==> config.mk <==
export PLATFORM = sky130hd
export DESIGN_NAME = h264_bitstream_golomb_reader_core
export DESIGN_NICKNAME = d
export VERILOG_FILES = /design/src/hdl/h264gr_pkg.sv /design/src/hdl/h264_bitstream_golomb_reader_core.sv
export SDC_FILE = /design/constraint.sdc
export NUM_CORES = 2
export LEC_CHECK = 0
export ABC_AREA = 0
export BUFFER_PORTS_ARGS = -buffer_cell sky130_fd_sc_hd__buf_2
export CAP_MARGIN = 20
export CORE_ASPECT_RATIO = 0.9
export CORE_MARGIN = 5
export CORE_UTILIZATION = 30
export CTS_CLUSTER_SIZE = 40
export DETAILED_ROUTE_END_ITERATION = 10
export PLACE_DENSITY = 0.51
export SYNTH_ARGS = -nofsm -noshare
export SYNTH_HDL_FRONTEND = slang
export SYNTH_SLANG_ARGS = --single-unit
==> constraint.sdc <==
create_clock -name i_clk -period 12.1 [get_ports i_clk]
set_clock_uncertainty 0.1 [all_clocks]
set_input_delay 1.815 -clock i_clk [delete_from_list [all_inputs] [get_ports i_clk]]
set_output_delay 1.815 -clock i_clk [all_outputs]
set_load 0.02 [all_outputs]
==> src/hdl/h264gr_pkg.sv <==
`default_nettype none

package h264gr_pkg;

    localparam int BUFFER_BITS_DEF = 128;

    localparam int KIND_W   = 2;
    localparam int BYTE_W   = 8;
    localparam int COUNT_W  = 6;
    localparam int LOW_W    = 32;
    localparam int HIGH_W   = 33;
    localparam int VALUE_W  = 33;
    localparam int STATUS_W = 2;

    // widest fixed read and longest Exp-Golomb code
    localparam int MAX_FIXED = 32;
    localparam int PEEK_W    = 63;
    localparam int LZ_W      = 5;

    localparam logic [BYTE_W-1:0] EMU_BYTE = 8'h03;

    typedef enum logic [KIND_W-1:0] {
        KIND_PUSH  = 2'd0,
        KIND_FIXED = 2'd1,
        KIND_UEV   = 2'd2,
        KIND_SEV   = 2'd3
    } t_kind;

    typedef enum logic [STATUS_W-1:0] {
        ST_OK    = 2'd0,
        ST_SHORT = 2'd1,
        ST_FULL  = 2'd2,
        ST_START = 2'd3
    } t_status;

    // leading zeros of a 31-bit window, 31 when the window is all zero
    function automatic logic [LZ_W-1:0] clz31(input logic [30:0] v);
        logic [LZ_W-1:0] lz;
        lz = LZ_W'(31);
        for (int i = 0; i < 31; i++) begin
            if (v[i]) begin
                lz = LZ_W'(30 - i);
            end
        end
        return lz;
    endfunction

endpackage

`default_nettype wire

==> src/hdl/h264_bitstream_golomb_reader_core.sv <==
`default_nettype none

// Bit reader for an H.264 NAL payload. A push beat (tuser kind 0) offers one stream byte:
// after two zero bytes a 0x03 is dropped as emulation prevention and a byte of 0x00..0x02
// is refused with status 3 (start code); other bytes are appended MSB first to a
// BUFFER_BITS-bit FIFO, or refused with status 2 when they do not fit. Read beats take a
// fixed field of 0..32 bits, larger counts reading 32 (kind 1), an unsigned
// Exp-Golomb code clipped to clip_high (kind 2) or a signed Exp-Golomb code clipped to
// clip_low..clip_high (kind 3); a read that lacks bits returns status 1 and leaves the
// FIFO untouched. Every input beat yields exactly one output beat. The block takes one
// beat per cycle unless the output stalls: an input register, then the leading-zero count
// and FIFO barrel shifters, which also update the FIFO state, into the output register.
module h264_bitstream_golomb_reader_core #(
    parameter int BUFFER_BITS = h264gr_pkg::BUFFER_BITS_DEF
) (
    input  wire logic        i_clk,
    input  wire logic        i_rst_n,
    input  wire logic        i_s_axis_tvalid,
    output logic             o_s_axis_tready,
    // byte_in[7:0], bit_count[13:8], clip_low[45:14], clip_high[78:46], zero[79]
    input  wire logic [79:0] i_s_axis_tdata,
    // kind[1:0]
    input  wire logic [1:0]  i_s_axis_tuser,
    output logic             o_m_axis_tvalid,
    input  wire logic        i_m_axis_tready,
    // value[32:0], zero[39:33]
    output logic [39:0]      o_m_axis_tdata,
    // status[1:0]
    output logic [1:0]       o_m_axis_tuser
);
    import h264gr_pkg::*;

    localparam int HELD_W = $clog2(BUFFER_BITS + 1);

    // input register
    logic                     r_in_valid;
    t_kind                    r_kind;
    logic [BYTE_W-1:0]        r_byte;
    logic [COUNT_W-1:0]       r_cnt;
    logic signed [LOW_W-1:0]  r_lo;
    logic signed [HIGH_W-1:0] r_hi;

    // FIFO state
    logic [BUFFER_BITS-1:0] r_buf, n_buf;
    logic [HELD_W-1:0]      r_held, n_held;
    logic [1:0]             r_zero_run, n_zero_run;

    // output register
    logic                      r_out_valid;
    logic signed [VALUE_W-1:0] r_value, n_value;
    t_status                   r_status, n_status;

    logic w_adv;
    logic w_s_acc;

    logic [PEEK_W-1:0]      w_top;
    logic [LZ_W-1:0]        w_lz;
    logic [COUNT_W-1:0]     w_len;
    logic [COUNT_W-1:0]     w_cnt_sat;
    logic [COUNT_W-1:0]     w_take;
    logic [PEEK_W-1:0]      w_peek;
    logic [31:0]            w_field;
    logic [31:0]            w_ue;
    logic                   w_short;
    logic [BUFFER_BITS-1:0] w_push_vec;
    logic signed [VALUE_W-1:0] w_uev;
    logic signed [VALUE_W-1:0] w_sev;
    logic signed [VALUE_W-1:0] w_sev_lo;
    logic signed [VALUE_W-1:0] w_lo_ext;

    assign w_adv           = r_in_valid && (!r_out_valid || i_m_axis_tready);
    assign o_s_axis_tready = !r_in_valid || w_adv;
    assign w_s_acc         = i_s_axis_tvalid && o_s_axis_tready;

    always_ff @(posedge i_clk) begin
        if (!i_rst_n) begin
            r_in_valid <= 1'b0;
        end else if (w_s_acc) begin
            r_in_valid <= 1'b1;
        end else if (w_adv) begin
            r_in_valid <= 1'b0;
        end
    end

    always_ff @(posedge i_clk) begin
        if (w_s_acc) begin
            r_kind <= t_kind'(i_s_axis_tuser[1:0]);
            r_byte <= i_s_axis_tdata[7:0];
            r_cnt  <= i_s_axis_tdata[13:8];
            r_lo   <= i_s_axis_tdata[45:14];
            r_hi   <= i_s_axis_tdata[78:46];
        end
    end

    // head of the FIFO sits at the top bit; bits past r_held stay zero
    assign w_top     = r_buf[BUFFER_BITS-1 -: PEEK_W];
    assign w_lz      = clz31(w_top[PEEK_W-1 -: 31]);
    assign w_len     = {w_lz, 1'b1};
    assign w_cnt_sat = (r_cnt > COUNT_W'(MAX_FIXED)) ? COUNT_W'(MAX_FIXED) : r_cnt;
    assign w_take    = (r_kind == KIND_FIXED) ? w_cnt_sat : w_len;
    assign w_peek    = w_top >> (COUNT_W'(PEEK_W) - w_take);
    assign w_field   = w_peek[31:0];
    assign w_ue      = w_field - 32'd1;
    assign w_short   = HELD_W'(w_take) > r_held;
    assign w_push_vec = {r_byte, {(BUFFER_BITS-BYTE_W){1'b0}}} >> r_held;

    assign w_lo_ext = {r_lo[LOW_W-1], r_lo};
    assign w_uev    = {1'b0, w_ue};
    // odd codes map to ue/2+1, even codes to -(ue/2)
    assign w_sev    = w_ue[0] ? (VALUE_W'(w_ue[31:1]) + VALUE_W'(1))
                              : (VALUE_W'(0) - VALUE_W'(w_ue[31:1]));
    assign w_sev_lo = (w_sev < w_lo_ext) ? w_lo_ext : w_sev;

    always_comb begin
        n_buf      = r_buf;
        n_held     = r_held;
        n_zero_run = r_zero_run;
        n_value    = '0;
        n_status   = ST_OK;
        case (r_kind)
            KIND_PUSH: begin
                if (r_zero_run == 2'd2 && r_byte == EMU_BYTE) begin
                    n_zero_run = 2'd0;
                end else if (r_zero_run == 2'd2 && r_byte < EMU_BYTE) begin
                    n_status = ST_START;
                end else if (r_held > HELD_W'(BUFFER_BITS - BYTE_W)) begin
                    n_status = ST_FULL;
                end else begin
                    n_buf  = r_buf | w_push_vec;
                    n_held = r_held + HELD_W'(BYTE_W);
                    if (r_byte == '0) begin
                        n_zero_run = (r_zero_run == 2'd2) ? 2'd2 : r_zero_run + 2'd1;
                    end else begin
                        n_zero_run = 2'd0;
                    end
                end
            end
            KIND_FIXED, KIND_UEV, KIND_SEV: begin
                if (w_short) begin
                    n_status = ST_SHORT;
                end else begin
                    n_buf  = r_buf << w_take;
                    n_held = r_held - HELD_W'(w_take);
                    if (r_kind == KIND_FIXED) begin
                        n_value = {1'b0, w_field};
                    end else if (r_kind == KIND_UEV) begin
                        n_value = (w_uev > r_hi) ? r_hi : w_uev;
                    end else begin
                        n_value = (w_sev_lo > r_hi) ? r_hi : w_sev_lo;
                    end
                end
            end
            default: begin
                n_status = ST_OK;
            end
        endcase
    end

    always_ff @(posedge i_clk) begin
        if (!i_rst_n) begin
            r_buf      <= '0;
            r_held     <= '0;
            r_zero_run <= 2'd0;
        end else if (w_adv) begin
            r_buf      <= n_buf;
            r_held     <= n_held;
            r_zero_run <= n_zero_run;
        end
    end

    always_ff @(posedge i_clk) begin
        if (!i_rst_n) begin
            r_out_valid <= 1'b0;
        end else if (w_adv) begin
            r_out_valid <= 1'b1;
        end else if (i_m_axis_tready) begin
            r_out_valid <= 1'b0;
        end
    end

    always_ff @(posedge i_clk) begin
        if (w_adv) begin
            r_value  <= n_value;
            r_status <= n_status;
        end
    end

    assign o_m_axis_tvalid = r_out_valid;
    assign o_m_axis_tdata  = {7'd0, r_value};
    assign o_m_axis_tuser  = r_status;

    a_held_bound: assert property (@(posedge i_clk) disable iff (!i_rst_n)
        r_held <= HELD_W'(BUFFER_BITS))
        else $error("held bit count exceeds buffer size");

    a_tail_clear: assert property (@(posedge i_clk) disable iff (!i_rst_n)
        (r_buf << r_held) == '0)
        else $error("stale bits past the FIFO tail");

    a_hold_on_stall: assert property (@(posedge i_clk) disable iff (!i_rst_n)
        !w_adv |=> $stable(r_held) && $stable(r_zero_run) && $stable(r_buf))
        else $error("FIFO state moved without a beat");

    a_fail_no_change: assert property (@(posedge i_clk) disable iff (!i_rst_n)
        w_adv && n_status != ST_OK |=> $stable(r_held) && $stable(r_zero_run))
        else $error("refused beat changed FIFO state");

endmodule

`default_nettype wire

Word-level counts from Yosys, hierarchy flattened:

Cells that the tools add are included.
W data, S select, Z words.

* flip-flop bits (word level): 256
* input bits: 86
* output and inout bits: 44
* word-level logic and storage cells: 123

* add/subtract/negate cells: 7
* magnitude comparators: 7
* equality and inequality tests: 11
* shifts and indexed selects: 3
* muxes and demuxes: 63
* bitwise operators: 2
* reductions and logical operators: 17

Operator list (count)
* $mux W128: 4
* $pmux W128 S2: 1
* $mux W33: 5
* $mux W5: 30
* $or A128 B128 Y128: 1
* $shl A128 B6 Y128: 1
* $shr A128 B8 Y128: 1
* $gt A33 B33 Y1: 2
* $shr A63 B6 Y32: 1
* $lt A33 B32 Y1: 1
* $add A31 B1 Y32 const B: 1
* $mux W32: 1
* $mux W8: 4
* $sub A1 B31 Y32 const A: 1
* $sub A32 B1 Y32 const B: 1
* $mux W2: 8
* $pmux W8 S2: 1
* $mux W6: 2
* $ne A2 B2 Y1 const B: 6
* $add A8 B4 Y8 const B: 1
* $eq A8 B2 Y1 const B: 1
* $gt A6 B8 Y1: 1
* $gt A8 B7 Y1 const B: 1
* $logic_not A8 Y1: 1
* 19 further kinds: 33

Longest topological paths before layout:

* word-level depth: 43
* mapped depth: 66
* mapped depth without buffers: 56

Worst setup path before layout:

Ideal clock, no wire load.

* path kind: register to register
* start point: reg r_kind[1]
* end point: reg r_value[6] (data pin)
* library setup time: 0.254 ns
* arrival: 12.054 ns
* data required time: 11.746 ns
* slack: -0.308 ns
* stages on the path, launching flop included: 62
* buffers on the path: 13
* period minus slack after synthesis: 12.408 ns
* cell sequence: edfxtp_1 > nand2b_1 > buf_2 > nor2_2 > buf_2 > buf_1 > mux2i_1 > nand2_1 > o32ai_1 > o22ai_1 > nor3_1 > a311oi_1 > inv_2 > clkbuf_1 > buf_2 > ha_1 > clkbuf_1 > nand4_1 > [... 26 more ...] > clkbuf_1 > o21ai_0 > ha_1 > a21oi_1 > nor2b_1 > o21ai_0 > nand2b_1 > a21oi_1 > nor2b_1 > o21ai_0 > o311ai_0 > o21ai_0 > mux2_2 > clkbuf_1 > clkbuf_1 > mux2i_1 > o22ai_1 > o21a_1

* word-level cells in the longest chain between the ends: 13
* elaborated cells on any way between the ends: 22
* classes of those cells: 4 x add/sub; 4 x order compare; 3 x eq/ne; 1 x shift; 7 x mux; 1 x bitwise; 2 x reduce/logical

RTL lines
* start: declaration: line h264_bitstream_golomb_reader_core.sv:37 `t_kind r_kind;`
* start signal: assignment: line h264_bitstream_golomb_reader_core.sv:87 `r_kind <= t_kind'(i_s_axis_tuser[1:0]);`
* $eq A2 B1 Y1: line h264_bitstream_golomb_reader_core.sv:100, h264_bitstream_golomb_reader_core.sv:120, h264_bitstream_golomb_reader_core.sv:144
* $mux W6: line h264_bitstream_golomb_reader_core.sv:100 `assign w_take = (r_kind == KIND_FIXED) ? w_cnt_sat : w_len;`
* $sub A6 B6 Y6: line h264_bitstream_golomb_reader_core.sv:101 `assign w_peek = w_top >> (COUNT_W'(PEEK_W) - w_take);`
* $shr A63 B6 Y32: line h264_bitstream_golomb_reader_core.sv:101
* $sub A32 B1 Y32: line h264_bitstream_golomb_reader_core.sv:103 `assign w_ue = w_field - 32'd1;`
* $sub A1 B31 Y32 or $add A31 B1 Y32 (tied branches): line h264_bitstream_golomb_reader_core.sv:111, h264_bitstream_golomb_reader_core.sv:110
* $mux W33: line h264_bitstream_golomb_reader_core.sv:110 `assign w_sev = w_ue[0] ? (VALUE_W'(w_ue[31:1]) + VALUE_W'(1))`
* $lt A33 B32 Y1: line h264_bitstream_golomb_reader_core.sv:112 `assign w_sev_lo = (w_sev < w_lo_ext) ? w_lo_ext : w_sev;`
* $mux W33: line h264_bitstream_golomb_reader_core.sv:112
* $gt A33 B33 Y1: line h264_bitstream_golomb_reader_core.sv:149 `n_value = (w_sev_lo > r_hi) ? r_hi : w_sev_lo;`
* $mux W33: line h264_bitstream_golomb_reader_core.sv:149
* $mux W33: line h264_bitstream_golomb_reader_core.sv:146 `end else if (r_kind == KIND_UEV) begin`
* $mux W32: line h264_bitstream_golomb_reader_core.sv:144 `if (r_kind == KIND_FIXED) begin`
* end signal: assignment: line h264_bitstream_golomb_reader_core.sv:183 `r_value <= n_value;`
* end: declaration: line h264_bitstream_golomb_reader_core.sv:50 `logic signed [VALUE_W-1:0] r_value, n_value;`

Several ways; a longest one is shown, not always the timed one.
A chain may end at the register's enable or synchronous reset.

Worst setup path after layout:

* start point: reg r_buf[110]
* end point: reg r_value[9] (data pin)

* word-level cells in the longest chain between the ends: 30
* elaborated cells on any way between the ends: 35
* classes of those cells: 4 x add/sub; 4 x order compare; 1 x shift; 25 x mux; 1 x reduce/logical

RTL lines
* start: declaration: line h264_bitstream_golomb_reader_core.sv:44 `logic [BUFFER_BITS-1:0] r_buf, n_buf;`
* start signal: assignment: line h264_bitstream_golomb_reader_core.sv:165 `r_buf <= n_buf;`
* $mux W5 (18 in a row): line h264gr_pkg.sv:41 `if (v[i]) begin`
* $mux W6: line h264_bitstream_golomb_reader_core.sv:100
* $sub A6 B6 Y6: line h264_bitstream_golomb_reader_core.sv:101
* $shr A63 B6 Y32: line h264_bitstream_golomb_reader_core.sv:101
* $sub A32 B1 Y32: line h264_bitstream_golomb_reader_core.sv:103
* $sub A1 B31 Y32 or $add A31 B1 Y32 (tied branches): line h264_bitstream_golomb_reader_core.sv:111, h264_bitstream_golomb_reader_core.sv:110
* $mux W33: line h264_bitstream_golomb_reader_core.sv:110
* $lt A33 B32 Y1: line h264_bitstream_golomb_reader_core.sv:112
* $mux W33: line h264_bitstream_golomb_reader_core.sv:112
* $gt A33 B33 Y1: line h264_bitstream_golomb_reader_core.sv:149
* $mux W33: line h264_bitstream_golomb_reader_core.sv:149
* $mux W33: line h264_bitstream_golomb_reader_core.sv:146
* $mux W32: line h264_bitstream_golomb_reader_core.sv:144

Several ways; a longest one is shown, not always the timed one.

==> impl_metrics.env <==
export IMPL_routed_top_layer="met4"
export IMPL_ys_flop_type="dfxtp_1"
export IMPL_fin_crit_sh=0.978
export IMPL_cts_path_max_buffers=3
export IMPL_first_pass_iters=7
export IMPL_max_freq_ghz=0.0845
export IMPL_netlist_area_leader_share=0.127
export IMPL_most_common_layout_cells="757 x buf_4, 445 x nand2_1, 406 x nor2_1, 378 x a21oi_1, 335 x mux2i_1"
export IMPL_num_rows=105
export IMPL_fin_ws_ns=0.268
export IMPL_drtIter0Drc=4555
export IMPL_overflow=0
export IMPL_clkTransAtPathRegs_ns=0.06
export IMPL_syn_area_sq_um=27400
export IMPL_synthArstFlopShare=0
export IMPL_start_kind="flop"
export IMPL_routed_via_density=5.81
export IMPL_crit_buf_inv=9
export IMPL_period_needed_ns=11.83
export IMPL_synth_top_area_cell="edfxtp_1"
export IMPL_ys_types=105
export IMPL_outcome="completed"
export IMPL_synthTopCellsByArea="edfxtp_1 13%, mux2i_1 13%, dfxtp_1 10%"
export IMPL_place_ws_ns=-0.578
export IMPL_tightest_slew_ns=1.23
export IMPL_layout_nets=4572
export IMPL_io_pins=130
export IMPL_grt_max_degree=88
export IMPL_critPathMaxFanout=10
export IMPL_die_w_microns=329
export IMPL_cts_hold_fix_buffers=0
export IMPL_setup_tns_ns=0
export IMPL_clock_sinks=256
export IMPL_io_buffers=121
export IMPL_syn_to_final_growth_pct=34.7
export IMPL_initial_utilization=0.302
export IMPL_antenna_left=0
export IMPL_track_usage=0.278
export IMPL_layout_commonest_cell="buf_4"
export IMPL_die_h_microns=297
export IMPL_synth_edff_count=116
export IMPL_max_cap_viol_count=0
export IMPL_wirelength_mm=144
export IMPL_timing_final_hold_violations=0
export IMPL_critPathRequiredTime_ns=12.33
export IMPL_wl_met2_mm=57.7
export IMPL_grt_pass1_vias=30500
export IMPL_grt_antenna_before_repair=1
export IMPL_ys_seq_elements=256
export IMPL_critPathTopFamily="simple AND/OR/NAND/NOR gates"
export IMPL_netlist_instances=3710
export IMPL_slew_headroom=0.164
export IMPL_post_route_drc_count=0
export IMPL_syn_avg_cell_area_sq_um=7.39
export IMPL_wl_per_cell_microns=25.6
export IMPL_ys_warn_count=0
export IMPL_wl_met1_mm=65.4
export IMPL_cts_tree="yes"
export IMPL_crit_arrival_ns=12.06
export IMPL_cp_slowest_cell="or4_4"
export IMPL_htree_num_levels=2
export IMPL_grt_pass1_wl_mm=206
export IMPL_holdWs_ns=0.390
export IMPL_cts_root_buf="clkbuf_16"
export IMPL_cts_made_buffers=34
export IMPL_gp_congestion=0.992
export IMPL_dpl_hpwl_mm=113
export IMPL_final_max_slew_viol_count=0
export IMPL_wl_met3_mm=17.3
export IMPL_cpPeakStageDelay_ns=0.60
export IMPL_hold_class="flop to flop"
export IMPL_coreArea_sq_um=90900
export IMPL_clk_latency_ns=0.62
export IMPL_fill_cells=9536
export IMPL_end_kind="flop"
export IMPL_yosysSeqAreaShare=0.229
export IMPL_crit_type="flop to flop"
export IMPL_num_vias=32800
export IMPL_dieArea_sq_um=97600
export IMPL_final_layout_size_suffix_gt1_frac=0.280
export IMPL_finalSetupViolCount=0
final timing paths:
| path | cells past startpoint | start | slack [ns] | endpoint |
|---|---|---|---|---|
| worst max register to register | 56 | r_buf[110] | 0.27 | r_value[9] |
| worst max-delay path | 56 | r_buf[110] | 0.27 | r_value[9] |
| worst min-delay path | 2 | r_zero_run[0] | 0.39 | r_zero_run[0] |
| worst min register to register | 2 | r_zero_run[0] | 0.39 | r_zero_run[0] |
sequential cells by signal, indices dropped and copies added (netlist names):
name and flops:
r_zero_run 2, r_in_valid 1, r_kind 2, r_byte 8, r_held 8, r_value 33
r_lo 32, o_m_axis_tuser 2, r_cnt 6, o_m_axis_tvalid 1, r_hi 33, r_buf 128
worst reg2reg max path, delay by kind of cell (launching register included):
family | cells | cell delay [ns]
simple gates | 16 | 4.27
mux | 2 | 0.48
buf+inv | 9 | 1.31
compound gates | 25 | 4.11
flops | 1 | 0.31
xor+xnor | 2 | 0.38
fa+ha+maj | 2 | 0.58
Yosys cell counts (36+ instances only):
| master | n |
|---|---|
| o22ai_1 | 73 |
| xnor2_1 | 36 |
| nand3_1 | 67 |
| o211ai_1 | 38 |
| nand2_1 | 451 |
| a211oi_1 | 41 |
| mux2_2 | 50 |
| a21oi_1 | 386 |
| a31oi_1 | 37 |
| o21ai_0 | 298 |
| dfxtp_1 | 140 |
| mux2i_1 | 345 |
| nand4_1 | 39 |
| buf_1 | 54 |
| nor2_1 | 409 |
| inv_1 | 118 |
| nor3_1 | 87 |
| o221ai_1 | 37 |
| ha_1 | 107 |
| edfxtp_1 | 116 |
| clkbuf_1 | 192 |
routing by layer:
metal | vias up | track usage
li1 | 15100 | -
met5 | - | 0
met2 | 1723 | 0.391
met4 | 0 | 0.0647
met1 | 15700 | 0.419
met3 | 219 | 0.0766
through the flow:
stage,std cells,util,cell area (sq um)
detailed placement,5533,0.380,34600
global route,5633,0.407,37000
global placement,5533,0.380,34600
CTS,5604,0.396,36000
finish,5635,0.407,37000
floorplan,3716,-,27500
cell type report:
type | instances | area (sq um) | share of cell area
antenna | 2 | 5.00 | 0.000135
clock buffer | 39 | 880 | 0.0238
clock inverter | 22 | 282 | 0.00762
inverter | 125 | 479 | 0.0130
multi-input combinational | 3047 | 20600 | 0.556
sequential | 256 | 6290 | 0.170
tap | 1230 | 1540 | 0.0416
timing repair buffer | 914 | 6940 | 0.188
timing repair:
action,in CTS,in global routing
gates resized for setup,31,131
setup buffers,10,27
gates cloned,0,2
pin swaps,14,53
endpoints found under the setup margin,33,33
cells by family (layout without fill, tap and decap cells):
| logic type | Yosys count | after routing | share of synthesized area |
|---|---|---|---|
| compound gates | 1211 | 1211 | 0.282 |
| xor+xnor | 50 | 50 | 0.0171 |
| fa+ha+maj | 108 | 108 | 0.0495 |
| buf+inv | 414 | 1100 | 0.0604 |
| flops | 256 | 256 | 0.229 |
| mux | 402 | 402 | 0.152 |
| other cells | 1 | 9 | 0.000137 |
| simple gates | 1268 | 1269 | 0.211 |
Power is left out: the tool's default activity adds up to more than one toggle a clock period on the data nets, which glitch-free logic cannot reach.
